===== config.mk =====
export PLATFORM = sky130hd
export DESIGN_NAME = hall_quadrature_counter_tachometer_flat
export DESIGN_NICKNAME = d
export VERILOG_FILES = /design/src/hqct_pkg.sv /design/src/hqct_if.sv /design/src/hqct_ctrl.sv /design/src/hqct_dp.sv /design/src/hall_quadrature_counter_tachometer.sv /design/src/flat_wrapper.sv
export SDC_FILE = /design/constraint.sdc
export NUM_CORES = 2
export LEC_CHECK = 0
export BUFFER_PORTS_ARGS = -buffer_cell sky130_fd_sc_hd__buf_4
export CAP_MARGIN = 20
export CORE_AREA = 2 2 364 366
export CTS_CLUSTER_DIAMETER = 40
export DETAILED_ROUTE_END_ITERATION = 6
export DIE_AREA = 0 0 366 368
export GPL_TIMING_DRIVEN = 0
export SLEW_MARGIN = 20
export SYNTH_ARGS = -nofsm -noshare
export SYNTH_HDL_FRONTEND = slang
export SYNTH_HIERARCHICAL = 1
export SYNTH_SLANG_ARGS = --single-unit

===== constraint.sdc =====
create_clock -name clk -period 6.43 [get_ports clk]
set_clock_uncertainty 0.05 [all_clocks]
set_input_delay 1.6075 -clock clk [delete_from_list [all_inputs] [get_ports clk]]
set_output_delay 1.6075 -clock clk [all_outputs]
set_load 0.01 [all_outputs]

===== src/hqct_pkg.sv =====
// Package for the hall quadrature counter / tachometer.
// Holds command codes, controller states, control/status structs and speed constants.
// No dependencies.
package hqct_pkg;

	localparam int CMD_W   = 2;
	localparam int POLE_W  = 7;
	localparam int CNT_W   = 32;
	localparam int SPEED_W = 29;
	localparam int EXT_W   = 32;
	localparam int PER_W   = 30;
	localparam int PROD_W  = POLE_W + PER_W;
	localparam int STEP_W  = 5;

	localparam logic [CMD_W-1:0] CMD_EDGE  = 2'd0;
	localparam logic [CMD_W-1:0] CMD_QUERY = 2'd1;
	localparam logic [CMD_W-1:0] CMD_CLEAR = 2'd2;

	// 2000000 us/s times 256 (Q8)
	localparam logic [SPEED_W-1:0] SPEED_NUM    = 29'd512000000;
	// 20 rev/s in Q8
	localparam logic [SPEED_W-1:0] SPEED_MIN_Q8 = 29'd5120;
	localparam logic [POLE_W-1:0]  POLE_RESET   = 7'd1;
	localparam logic [STEP_W-1:0]  DIV_FIRST    = STEP_W'(SPEED_W - 1);

	typedef enum logic [2:0] {
		ST_IDLE,
		ST_SEL,
		ST_MUL,
		ST_DIV,
		ST_OUT
	} state_t;

	typedef struct packed {
		logic accept;
		logic sel_en;
		logic mul_en;
		logic div_step;
		logic out_load;
	} ctl_cmd_t;

	typedef struct packed {
		logic special;
		logic div_last;
		logic out_free;
	} dp_stat_t;

endpackage


===== src/hqct_if.sv =====
// Valid/ready channel interfaces for the hall counter / tachometer.
// Depends on hqct_pkg for field widths.
interface hqct_in_if import hqct_pkg::*; ();
	logic             valid;
	logic             ready;
	logic [CMD_W-1:0] cmd;
	logic             chan_a;
	logic             chan_b;
	logic [EXT_W-1:0] time_us;

	modport source (output valid, cmd, chan_a, chan_b, time_us, input ready);
	modport sink   (input valid, cmd, chan_a, chan_b, time_us, output ready);
endinterface

interface hqct_out_if import hqct_pkg::*; ();
	logic                      valid;
	logic                      ready;
	logic signed [CNT_W-1:0]   position_count;
	logic                      direction_up;
	logic        [SPEED_W-1:0] speed_q8;

	modport source (output valid, position_count, direction_up, speed_q8, input ready);
	modport sink   (input valid, position_count, direction_up, speed_q8, output ready);
endinterface


===== src/hqct_ctrl.sv =====
// Controller FSM: sequences accept, period select, multiply, divide and result transfer.
// Depends on hqct_pkg.
module hqct_ctrl import hqct_pkg::*; (
	input  logic             clk,
	input  logic             arst_n,
	input  logic             in_valid,
	input  logic [CMD_W-1:0] in_cmd,
	input  dp_stat_t         stat,
	output logic             in_ready,
	output ctl_cmd_t         ctl
);

	state_t state_q, state_d;

	always_ff @(posedge clk or negedge arst_n) begin
		if (!arst_n) begin
			state_q <= ST_IDLE;
		end else begin
			state_q <= state_d;
		end
	end

	always_comb begin
		state_d  = state_q;
		ctl      = '0;
		in_ready = 1'b0;
		unique case (state_q)
			ST_IDLE: begin
				in_ready = 1'b1;
				if (in_valid) begin
					ctl.accept = 1'b1;
					state_d    = (in_cmd == CMD_QUERY) ? ST_SEL : ST_OUT;
				end
			end
			ST_SEL: begin
				ctl.sel_en = 1'b1;
				state_d    = stat.special ? ST_OUT : ST_MUL;
			end
			ST_MUL: begin
				ctl.mul_en = 1'b1;
				state_d    = ST_DIV;
			end
			ST_DIV: begin
				ctl.div_step = 1'b1;
				if (stat.div_last) begin
					state_d = ST_OUT;
				end
			end
			ST_OUT: begin
				if (stat.out_free) begin
					ctl.out_load = 1'b1;
					state_d      = ST_IDLE;
				end
			end
			default: begin
				state_d = ST_IDLE;
			end
		endcase
	end

endmodule


===== src/hqct_dp.sv =====
// Datapath: edge timestamps, half-period widths, position count, pole register,
// period multiply, restoring divider and the result register. Depends on hqct_pkg.
module hqct_dp import hqct_pkg::*; #(
	parameter int TIME_BITS = 32
) (
	input  logic                      clk,
	input  logic                      arst_n,
	input  logic                      cfg_we,
	input  logic [POLE_W-1:0]         cfg_wdata,
	input  ctl_cmd_t                  ctl,
	output dp_stat_t                  stat,
	input  logic [CMD_W-1:0]          in_cmd,
	input  logic                      in_chan_a,
	input  logic                      in_chan_b,
	input  logic [EXT_W-1:0]          in_time_us,
	output logic                      out_valid,
	input  logic                      out_ready,
	output logic signed [CNT_W-1:0]   out_position_count,
	output logic                      out_direction_up,
	output logic        [SPEED_W-1:0] out_speed_q8
);

	localparam int WB = (TIME_BITS > PER_W) ? TIME_BITS : PER_W;

	logic [POLE_W-1:0]    pole_q;
	logic [TIME_BITS-1:0] rise_q, fall_q, wbr_q, wbf_q, rhw_q, rlw_q;
	logic                 level_q, dir_q;
	logic [CNT_W-1:0]     count_q;
	logic [SPEED_W-1:0]   speed_q;
	logic [PER_W-1:0]     period_q;
	logic [PROD_W-1:0]    div_q, rem_q;
	logic [SPEED_W-1:0]   quot_q;
	logic [STEP_W-1:0]    step_q;
	logic                 ovalid_q;
	logic signed [CNT_W-1:0] ocount_q;
	logic                 odir_q;
	logic [SPEED_W-1:0]   ospeed_q;

	logic [TIME_BITS-1:0] t_now;
	logic                 edge_dir;
	logic [TIME_BITS-1:0] sel_a, sel_b;
	logic [WB-1:0]        a_ext, b_ext, num_ext;
	logic [WB:0]          per_sum;
	logic                 sel_sat, sel_zero;
	logic [PROD_W:0]      rem_sh;
	logic                 rem_ge;
	logic [PROD_W:0]      rem_sub;
	logic [SPEED_W-1:0]   quot_n;

	assign t_now    = TIME_BITS'(in_time_us);
	assign edge_dir = (in_chan_a == in_chan_b);

	// period selection from the stored and running half-period widths
	always_comb begin
		priority if (rhw_q > wbr_q) begin
			sel_a = rhw_q;
			sel_b = wbf_q;
		end else if (rlw_q > wbf_q) begin
			sel_a = wbr_q;
			sel_b = rlw_q;
		end else begin
			sel_a = wbr_q;
			sel_b = wbf_q;
		end
		a_ext   = WB'(sel_a);
		b_ext   = WB'(sel_b);
		num_ext = WB'(SPEED_NUM);
		per_sum = (WB + 1)'(a_ext) + (WB + 1)'(b_ext);
		sel_sat  = 1'b0;
		sel_zero = 1'b0;
		priority if (pole_q == '0) begin
			sel_sat = 1'b1;
		end else if (a_ext > num_ext || b_ext > num_ext) begin
			sel_zero = 1'b1;
		end else if (per_sum == '0) begin
			sel_sat = 1'b1;
		end else if (per_sum > (WB + 1)'(SPEED_NUM)) begin
			sel_zero = 1'b1;
		end
	end

	// one restoring division step per cycle, dividend bits MSB first
	always_comb begin
		rem_sh  = {rem_q, SPEED_NUM[step_q]};
		rem_ge  = rem_sh >= {1'b0, div_q};
		rem_sub = rem_sh - {1'b0, div_q};
		quot_n  = {quot_q[SPEED_W-2:0], rem_ge};
	end

	assign stat.special  = sel_sat | sel_zero;
	assign stat.div_last = (step_q == '0);
	assign stat.out_free = !ovalid_q || out_ready;

	always_ff @(posedge clk or negedge arst_n) begin
		if (!arst_n) begin
			pole_q   <= POLE_RESET;
			rise_q   <= '0;
			fall_q   <= '0;
			wbr_q    <= '0;
			wbf_q    <= '0;
			rhw_q    <= '0;
			rlw_q    <= '0;
			level_q  <= 1'b0;
			dir_q    <= 1'b1;
			count_q  <= '0;
			ovalid_q <= 1'b0;
		end else begin
			if (cfg_we) begin
				pole_q <= cfg_wdata;
			end
			if (ctl.accept) begin
				unique case (in_cmd)
					CMD_EDGE: begin
						level_q <= in_chan_a;
						dir_q   <= edge_dir;
						if (in_chan_a) begin
							rise_q <= t_now;
						end else begin
							fall_q <= t_now;
						end
						count_q <= edge_dir ? count_q + CNT_W'(1) : count_q - CNT_W'(1);
					end
					CMD_QUERY: begin
						if (level_q) begin
							wbr_q <= rise_q - fall_q;
							rhw_q <= t_now - rise_q;
						end else begin
							wbf_q <= fall_q - rise_q;
							rlw_q <= t_now - fall_q;
						end
					end
					CMD_CLEAR: begin
						count_q <= '0;
					end
					default: begin
					end
				endcase
			end
			if (ctl.out_load) begin
				ovalid_q <= 1'b1;
			end else if (out_ready) begin
				ovalid_q <= 1'b0;
			end
		end
	end

	always_ff @(posedge clk) begin
		if (ctl.accept) begin
			speed_q <= '0;
		end
		if (ctl.sel_en) begin
			period_q <= per_sum[PER_W-1:0];
			speed_q  <= sel_sat ? SPEED_NUM : '0;
		end
		if (ctl.mul_en) begin
			div_q  <= PROD_W'(pole_q) * PROD_W'(period_q);
			rem_q  <= '0;
			quot_q <= '0;
			step_q <= DIV_FIRST;
		end
		if (ctl.div_step) begin
			rem_q  <= rem_ge ? rem_sub[PROD_W-1:0] : rem_sh[PROD_W-1:0];
			quot_q <= quot_n;
			step_q <= step_q - STEP_W'(1);
			if (stat.div_last) begin
				speed_q <= (quot_n < SPEED_MIN_Q8) ? '0 : quot_n;
			end
		end
		if (ctl.out_load) begin
			ocount_q <= count_q;
			odir_q   <= dir_q;
			ospeed_q <= speed_q;
		end
	end

	assign out_valid          = ovalid_q;
	assign out_position_count = ocount_q;
	assign out_direction_up   = odir_q;
	assign out_speed_q8       = ospeed_q;

endmodule


===== src/hall_quadrature_counter_tachometer.sv =====
// Top level of the hall quadrature counter / tachometer.
// Depends on hqct_pkg, hqct_if, hqct_ctrl and hqct_dp.
//
// Usage:
//   item   : valid/ready input channel; cmd 0 is a channel A edge, 1 a speed
//            query, 2 clears the position count, 3 does nothing.
//   result : valid/ready output channel, one transfer per input transfer, in
//            order, carrying count, direction and speed (Q8 rev/s, 0 unless query).
//   cfg_we / cfg_wdata : pole count register, to be written only while idle; the block does not enforce this.
// Sequencing: an edge, clear or unused command goes from the idle state
// straight to the output state; a query passes through period select and,
// unless the result is saturated or forced to 0, through the multiply state
// and the 29-step restoring divider (one quotient bit per cycle).
// One item is in work at a time; item.ready is high only in the idle state,
// so a new item is taken only after the last one is in the result register.
// The result register holds a finished item while the next one is taken in
// and processed; if the receiver stalls, that next item waits in the last
// state until the register frees up.
// Reset: count, widths and edge times clear, direction is forward, pole count 1.
module hall_quadrature_counter_tachometer import hqct_pkg::*; #(
	parameter int TIME_BITS = 32
) (
	input  logic              clk,
	input  logic              arst_n,
	input  logic              cfg_we,
	input  logic [POLE_W-1:0] cfg_wdata,
	hqct_in_if.sink           item,
	hqct_out_if.source        result
);

	ctl_cmd_t ctl;
	dp_stat_t stat;

	hqct_ctrl u_ctrl (
		.clk      (clk),
		.arst_n   (arst_n),
		.in_valid (item.valid),
		.in_cmd   (item.cmd),
		.stat     (stat),
		.in_ready (item.ready),
		.ctl      (ctl)
	);

	hqct_dp #(
		.TIME_BITS (TIME_BITS)
	) u_dp (
		.clk                (clk),
		.arst_n             (arst_n),
		.cfg_we             (cfg_we),
		.cfg_wdata          (cfg_wdata),
		.ctl                (ctl),
		.stat               (stat),
		.in_cmd             (item.cmd),
		.in_chan_a          (item.chan_a),
		.in_chan_b          (item.chan_b),
		.in_time_us         (item.time_us),
		.out_valid          (result.valid),
		.out_ready          (result.ready),
		.out_position_count (result.position_count),
		.out_direction_up   (result.direction_up),
		.out_speed_q8       (result.speed_q8)
	);

endmodule

===== src/flat_wrapper.sv =====
// flat-port wrapper written by rule: the top's interface ports become plain ports
module hall_quadrature_counter_tachometer_flat import hqct_pkg::*;
#(
	parameter int TIME_BITS = 32
)
  (clk, arst_n, cfg_we, cfg_wdata, item_valid, item_cmd, item_chan_a, item_chan_b, item_time_us, item_ready, result_valid, result_position_count, result_direction_up, result_speed_q8, result_ready);
  hqct_in_if item_i ();
  hqct_out_if result_i ();
  input  logic clk;
  input  logic arst_n;
  input  logic cfg_we;
  input  logic [POLE_W-1:0] cfg_wdata;
  input wire logic [$bits(item_i.valid)-1:0] item_valid;
  input wire logic [$bits(item_i.cmd)-1:0] item_cmd;
  input wire logic [$bits(item_i.chan_a)-1:0] item_chan_a;
  input wire logic [$bits(item_i.chan_b)-1:0] item_chan_b;
  input wire logic [$bits(item_i.time_us)-1:0] item_time_us;
  output wire logic [$bits(item_i.ready)-1:0] item_ready;
  output wire logic [$bits(result_i.valid)-1:0] result_valid;
  output wire logic [$bits(result_i.position_count)-1:0] result_position_count;
  output wire logic [$bits(result_i.direction_up)-1:0] result_direction_up;
  output wire logic [$bits(result_i.speed_q8)-1:0] result_speed_q8;
  input wire logic [$bits(result_i.ready)-1:0] result_ready;
  assign item_i.valid = item_valid;
  assign item_i.cmd = item_cmd;
  assign item_i.chan_a = item_chan_a;
  assign item_i.chan_b = item_chan_b;
  assign item_i.time_us = item_time_us;
  assign item_ready = item_i.ready;
  assign result_valid = result_i.valid;
  assign result_position_count = result_i.position_count;
  assign result_direction_up = result_i.direction_up;
  assign result_speed_q8 = result_i.speed_q8;
  assign result_i.ready = result_ready;
  hall_quadrature_counter_tachometer #(.TIME_BITS(TIME_BITS)) u_core (.clk(clk), .arst_n(arst_n), .cfg_we(cfg_we), .cfg_wdata(cfg_wdata), .item(item_i), .result(result_i));
endmodule

==> Word-level counts from Yosys, hierarchy flattened <==
Memories as Yosys holds them, arrays and structs flattened. A register that Yosys moved wholly into a read port is not among the register bits.
Index checks and enable logic that the tools add are counted.
{ "totals": {"reg_bits": 465, "mem_bits_ro": 32, "input_bits": 48, "output_inout_bits": 64, "wordCells": 114, "n_memories": 1} }
{ "op_classes": {"addsub": 9, "n_mul": 1, "order_cmp": 8, "n_eq_ne": 10, "n_mux": 43, "n_bitwise": 3, "n_reduce_logical": 18} }
{ "memory_table": {"columns": ["name", "words", "width", "read_ports", "rd_clocked_by_memory_dff", "write_ports", "line", "text"], "rows": [
  ["(no name shown)", 32, 1, 1, 1, 0, "hqct_dp.sv:84", "rem_sh = {rem_q, SPEED_NUM[step_q]};"]
]} }
{ "op_table": {"columns": ["operator", "n"], "rows": [
  ["$mux 29", 6],
  ["$mux 32", 4],
  ["$sub 32x32->32", 4],
  ["$mux 37", 3],
  ["$gt 32x29->1 const B", 2],
  ["$gt 32x32->1", 2],
  ["$pmux 32 s2", 1],
  ["$mux 28", 2],
  ["$ge 38x37->1", 1],
  ["$mul 7x30->37", 1],
  ["$sub 37x37->37", 1],
  ["$add 32x32->33", 1],
  ["$gt 33x29->1 const B", 1],
  ["$logic_not 33->1", 1],
  ["$add 32x1->32 const B", 1],
  ["$sub 32x1->32 const B", 1],
  ["$lt 29x13->1 const B", 1],
  ["$mux 1", 18],
  ["$mux 3", 5],
  ["$mux 5", 3],
  ["$pmux 3 s5", 1],
  ["$reduce_and 3->1", 5],
  ["$logic_not 7->1", 1],
  ["$eq 3x2->1 const B", 2],
  ["18 further kinds", 24]
]} }

==> Logic depth before layout (Yosys ltp) <==
{ "depth": {"depth_word": 12, "mapped_depth": 27, "ltp_nobuf": 26} }

==> By module <==
Netlist, hierarchy kept.
{ "modules_own_cells": {"columns": ["module", "n_inst", "cells_per_inst", "area_each_um2", "seq_area_each_um2"], "rows": [
  ["hqct_dp", 1, 3937, 36178.4, 12434.4],
  ["hqct_ctrl", 1, 25, 227.7, 75.1]
]} }

==> Least setup slack after synthesis <==
Ideal clock, no wire load.
{ "synth_path": {"path_type": "reg2reg", "start": "register u_core.u_dp.wbr_q[1]", "end": "register u_core.u_ctrl.state_q[1]", "setup_ns": 0.073, "arrival_time_ns": 6.043, "t_required_ns": 6.307, "setup_slack_ns": 0.264, "stages_incl_launch_ff": 25, "n_path_buf": 1, "period_less_slack_ns": 6.166, "path_cell_list": "dfrtp_1 -> inv_1 -> ha_1 -> nor2b_1 -> o211ai_1 -> a2111o_1 -> nand4_1 -> a211oi_1 -> o211ai_1 -> clkbuf_1 -> mux2_2 -> ha_1 -> nor2b_1 -> o31a_1 -> o31a_1 -> a31o_2 -> a21o_1 -> a2111o_1 -> a2111oi_4 -> o21ai_0 -> a21oi_1 -> nor3_1 -> or4b_1 -> or3b_1 -> a21oi_2"} }
{ "synth_rtl": {"columns": ["item", "line", "text"], "rows": [
  ["start: declaration", "hqct_dp.sv:26", "logic [TIME_BITS-1:0] rise_q, fall_q, wbr_q, wbf_q, rhw_q, rlw_q;"],
  ["start signal: assignment", "hqct_dp.sv:125", "wbr_q <= rise_q - fall_q;"],
  ["end signal: assignment", "hqct_ctrl.sv:19", "state_q <= state_d;"],
  ["end: declaration", "hqct_ctrl.sv:13", "state_t state_q, state_d;"]
]} }

==> results.toml <==
[floorplanning]
fp.coreArea_mm2 = 0.1308
floorplan.die_area_mm2 = 0.1347
num_rows = 133
fp.dieH_um = 368
die_w_um = 366
top_level_ports = 112
floorplan.initialDensity = 0.2783

[setup_path]
critPathRequiredTime_ns = 6.95
start_point_of_the_critical_path = "u_core/u_dp/wbr_q[7]$_DFFE_PN0P_"
endpoint = "u_core/u_ctrl/state_q[1]$_DFFE_PN0P_"
reg2reg_from = "u_core/u_dp/wbr_q[7]$_DFFE_PN0P_"
r2r_setup_slack_ns = -0.03
timing_worst_setup_path_type = "reg -> reg"
critical_path.max_fanout = 10
critPathLaunchType = "flop"
worst-r2r-cell-count = 26
critPathArrivalTime_ns = 6.98
cp-end-kind = "flop"
regToRegEndpoint = "u_core/u_ctrl/state_q[1]$_DFFE_PN0P_"

[clocking]
clk-insertion-delay-late_ns = 0.64
clock_tree.htree_level_count = 3
clock-sinks = 466
clk_root_buffer_cell = "clkbuf_16"
cts_buffer_depth = 3
cts_tree = "done"
cts-buffers-inserted = 82
worst_setup_hold_path_clk_slew_ns = 0.05
post_cts_hold_buffer_count = 0

[finish]
antenna-diode-count = 0
fin_area_mm2 = 0.04373
layout-drive-gt1-share = 0.1246
syn2layout_area_growth_pct = 20.12
final_net_count = 4760

[yosys]
synth_top_area_share = 0.1641
synth-seq-cells = 466
dominantRegCellSynth = "dfrtp_1"
synth.most_common_cell = "nand2_1"
synth_area_per_cell_um2 = 9.189
part_of_the_yosys_area_used_for_sequential_elements = 0.3436
synth.lib_cells_used.distinct = 91
async_flop_share = 0.5086
syn-instance-count = 3962
number_of_flops_mapped_to_enable_cells_by_yosys = 199
most_area_consuming_cells_after_synthesis = "edfxtp_1 (16%), dfrtp_1 (16%), ha_1 (12%)"
post-synth-top-area-cell = "edfxtp_1"
synth_fp_nets = 4499
netlist_area_mm2 = 0.03641
synth_commonest_cells = "nand2_1 (550), o21ai_0 (376), inv_1 (363)"
number_of_synthesis_warnings = 6

[global_routing]
grt_most_used_layer = "met2"
grt.met1_usage = 0.1996
grt_pass1_vias = 29717
pin_count_of_the_biggest_net_entering_global_routing = 97
grt_antenna_before_repair = 4
wire_length_of_the_first_global_routing_pass_mm = 162.2
use_met2 = 0.2469
grtUsageMet3 = 0.01959
globalRoute.totalOverflow = 0
groute.usage.overall = 0.1492

[detailed_routing]
drt-total-wl_mm = 101.6
vias_per_cell = 4.896
vias = 29614
postRouteAntennaNets = 0
remaining_drc_errors = 0
wire_per_inst_um = 16.81
first_pass_iters = 5
initialDrtViolationCount = 1443

[status]
failing_checks = "setup timing"
status = "complete, but fails checks"

[placed_design]
gp_routability_congestion = 0.8975
placed_area_mm2 = 0.03968
half_perimeter_wire_length_after_placement_mm = 79.61
detailedPlace.worstSlack_ns = -1.359
portBuffers = 110

[sta]
setup_repair_after_global_routing_missed_its_margin = "yes"
maxClockFrequency_ghz = 0.1548
setup-violations-final = 1
period_share = 1.005
worst_slack_ns = -0.03147
timing.max_slew.rel_slack = 0.2321
hold_viol = 0
timing.final.max_slew_violations = 0
tightest_slew_ns = 1.152
timing.final.crit_period_ns = 6.461

[run]
max-cap-violations = 0

[min_path]
hp-class = "reg -> reg"
==> cells in the final DEF (no fill, tap or decap), drive strengths merged, types with 35 or more instances in the layout <==
master    n
inv     385
a211oi   41
ha      343
nand2   550
nand2b   36
nor2    151
nand3    52
xnor2   121
nor4     35
dfrtp   235
o21ai   379
nor2b    35
a21o    133
mux2     45
xor2     93
and2    122
fa      146
edfxtp  199
clkbuf  211
buf     194
a21oi   215
nor3     52
o21a     39
==> flip-flops by register name, summed over array words and instances (netlist names), 5 cells and up <==
signal and cells:
u_core/u_dp/count_q 32, u_core/u_dp/wbr_q 32, u_core/u_dp/div_q 37, u_core/u_dp/wbf_q 32
u_core/u_dp/rem_q 37, u_core/u_dp/rise_q 32, u_core/u_dp/out_speed_q8 29, u_core/u_dp/rlw_q 32
u_core/u_dp/rhw_q 32, u_core/u_dp/out_position_count 32, u_core/u_dp/speed_q 29, u_core/u_dp/quot_q 28
u_core/u_dp/pole_q 7, u_core/u_dp/period_q 30, u_core/u_dp/step_q 5, u_core/u_dp/fall_q 32
==> through the flow <==
step	hold WS (ns)	TNS (ns)	util	std cells
4_1_cts	0.3845	-0.1393	0.3308	6028
3_5_place_dp	0.3718	-11.16	0.3034	5839
6_report	0.3808	-0.03147	0.3343	6048
2_1_floorplan	0.3581	0	-	3962
3_3_place_gp	0.3719	-101.57	0.3014	5827
5_1_grt	0.3984	-0.5325	0.3343	6048
==> how the worst min path moves through the flow <==
stage | startpoint | to | slack, ns | cells after the start
final | u_core/u_dp/speed_q[18]$_DFF_P_ | u_core/u_dp/out_speed_q8[18]$_DFFE_PP_ | 0.38 | 0
after global routing | u_core/u_dp/speed_q[27]$_DFF_P_ | u_core/u_dp/out_speed_q8[27]$_DFFE_PP_ | 0.40 | 0
after CTS | u_core/u_dp/speed_q[18]$_DFF_P_ | u_core/u_dp/out_speed_q8[18]$_DFFE_PP_ | 0.38 | 0
after detailed placement | u_core/u_dp/speed_q[18]$_DFF_P_ | u_core/u_dp/out_speed_q8[18]$_DFFE_PP_ | 0.37 | 0
after global placement | u_core/u_dp/speed_q[11]$_DFF_P_ | u_core/u_dp/out_speed_q8[11]$_DFFE_PP_ | 0.37 | 0
after floorplan | u_core/u_dp/speed_q[0]$_DFF_P_ | u_core/u_dp/out_speed_q8[0]$_DFFE_PP_ | 0.36 | 0
==> kinds of logic after synthesis <==
logic type,count (synthesis),share of synthesized area
buffers and inverters,498,0.05172
and+or+nand+nor,1190,0.1559
muxes,51,0.01557
adders and majority gates,489,0.1982
xor gates and xnor gates,214,0.05148
DFF,466,0.3436
AOI/OAI and AO/OA,1054,0.1835
==> cell type report <==
class	instances	area, µm²
clock buffers	95	2225
flip-flops and latches	466	12520
repair buffers	177	1488
multi-input cells	2998	22620
fillers	13503	87070
well taps	1755	2196
clock inverters	59	683.2
plain buffers	133	630.6
inverters	365	1373
==> repair_timing <==
item | CTS | global route
resized for setup | 103 | 85
pin swaps | 36 | 49
endpoints found under the setup margin | 15 | 12
setup buffers | 35 | 22
gates cloned | 0 | 0
==> metal layers <==
layer,share of wire,vias to the layer above,wire [µm]
met2,0.46,595,46940
met3,0.041,161,4125
met1,0.46,14380,47180
li1,-,14476,-
met4,0.033,2,3389
met5,0.00012,-,12
==> critical path, cell delays in order (launching register included) <==
cell and delay, ns:
dfrtp_1 0.40, inv_2 0.09, ha_4 0.20, a21o_1 0.17, a221oi_2 0.25, or3_1 0.15
nand4_1 0.20, a211oi_4 0.31, buf_4 0.17, nor2_4 0.05, buf_12 0.13, buf_4 0.15
clkbuf_2 0.19, o21ai_0 0.37, ha_1 0.39, and2_1 0.23, and2_1 0.17, and3_1 0.21
and3_1 0.22, a221oi_4 0.31, o31ai_2 0.10, a21oi_1 0.16, xnor2_1 0.09, or4_1 0.53
or4b_4 0.59, or3b_4 0.39, a21oi_2 0.13
Power is left out: the tool's default activity adds up to more than one toggle a clock period on the data nets, which glitch-free logic cannot reach.
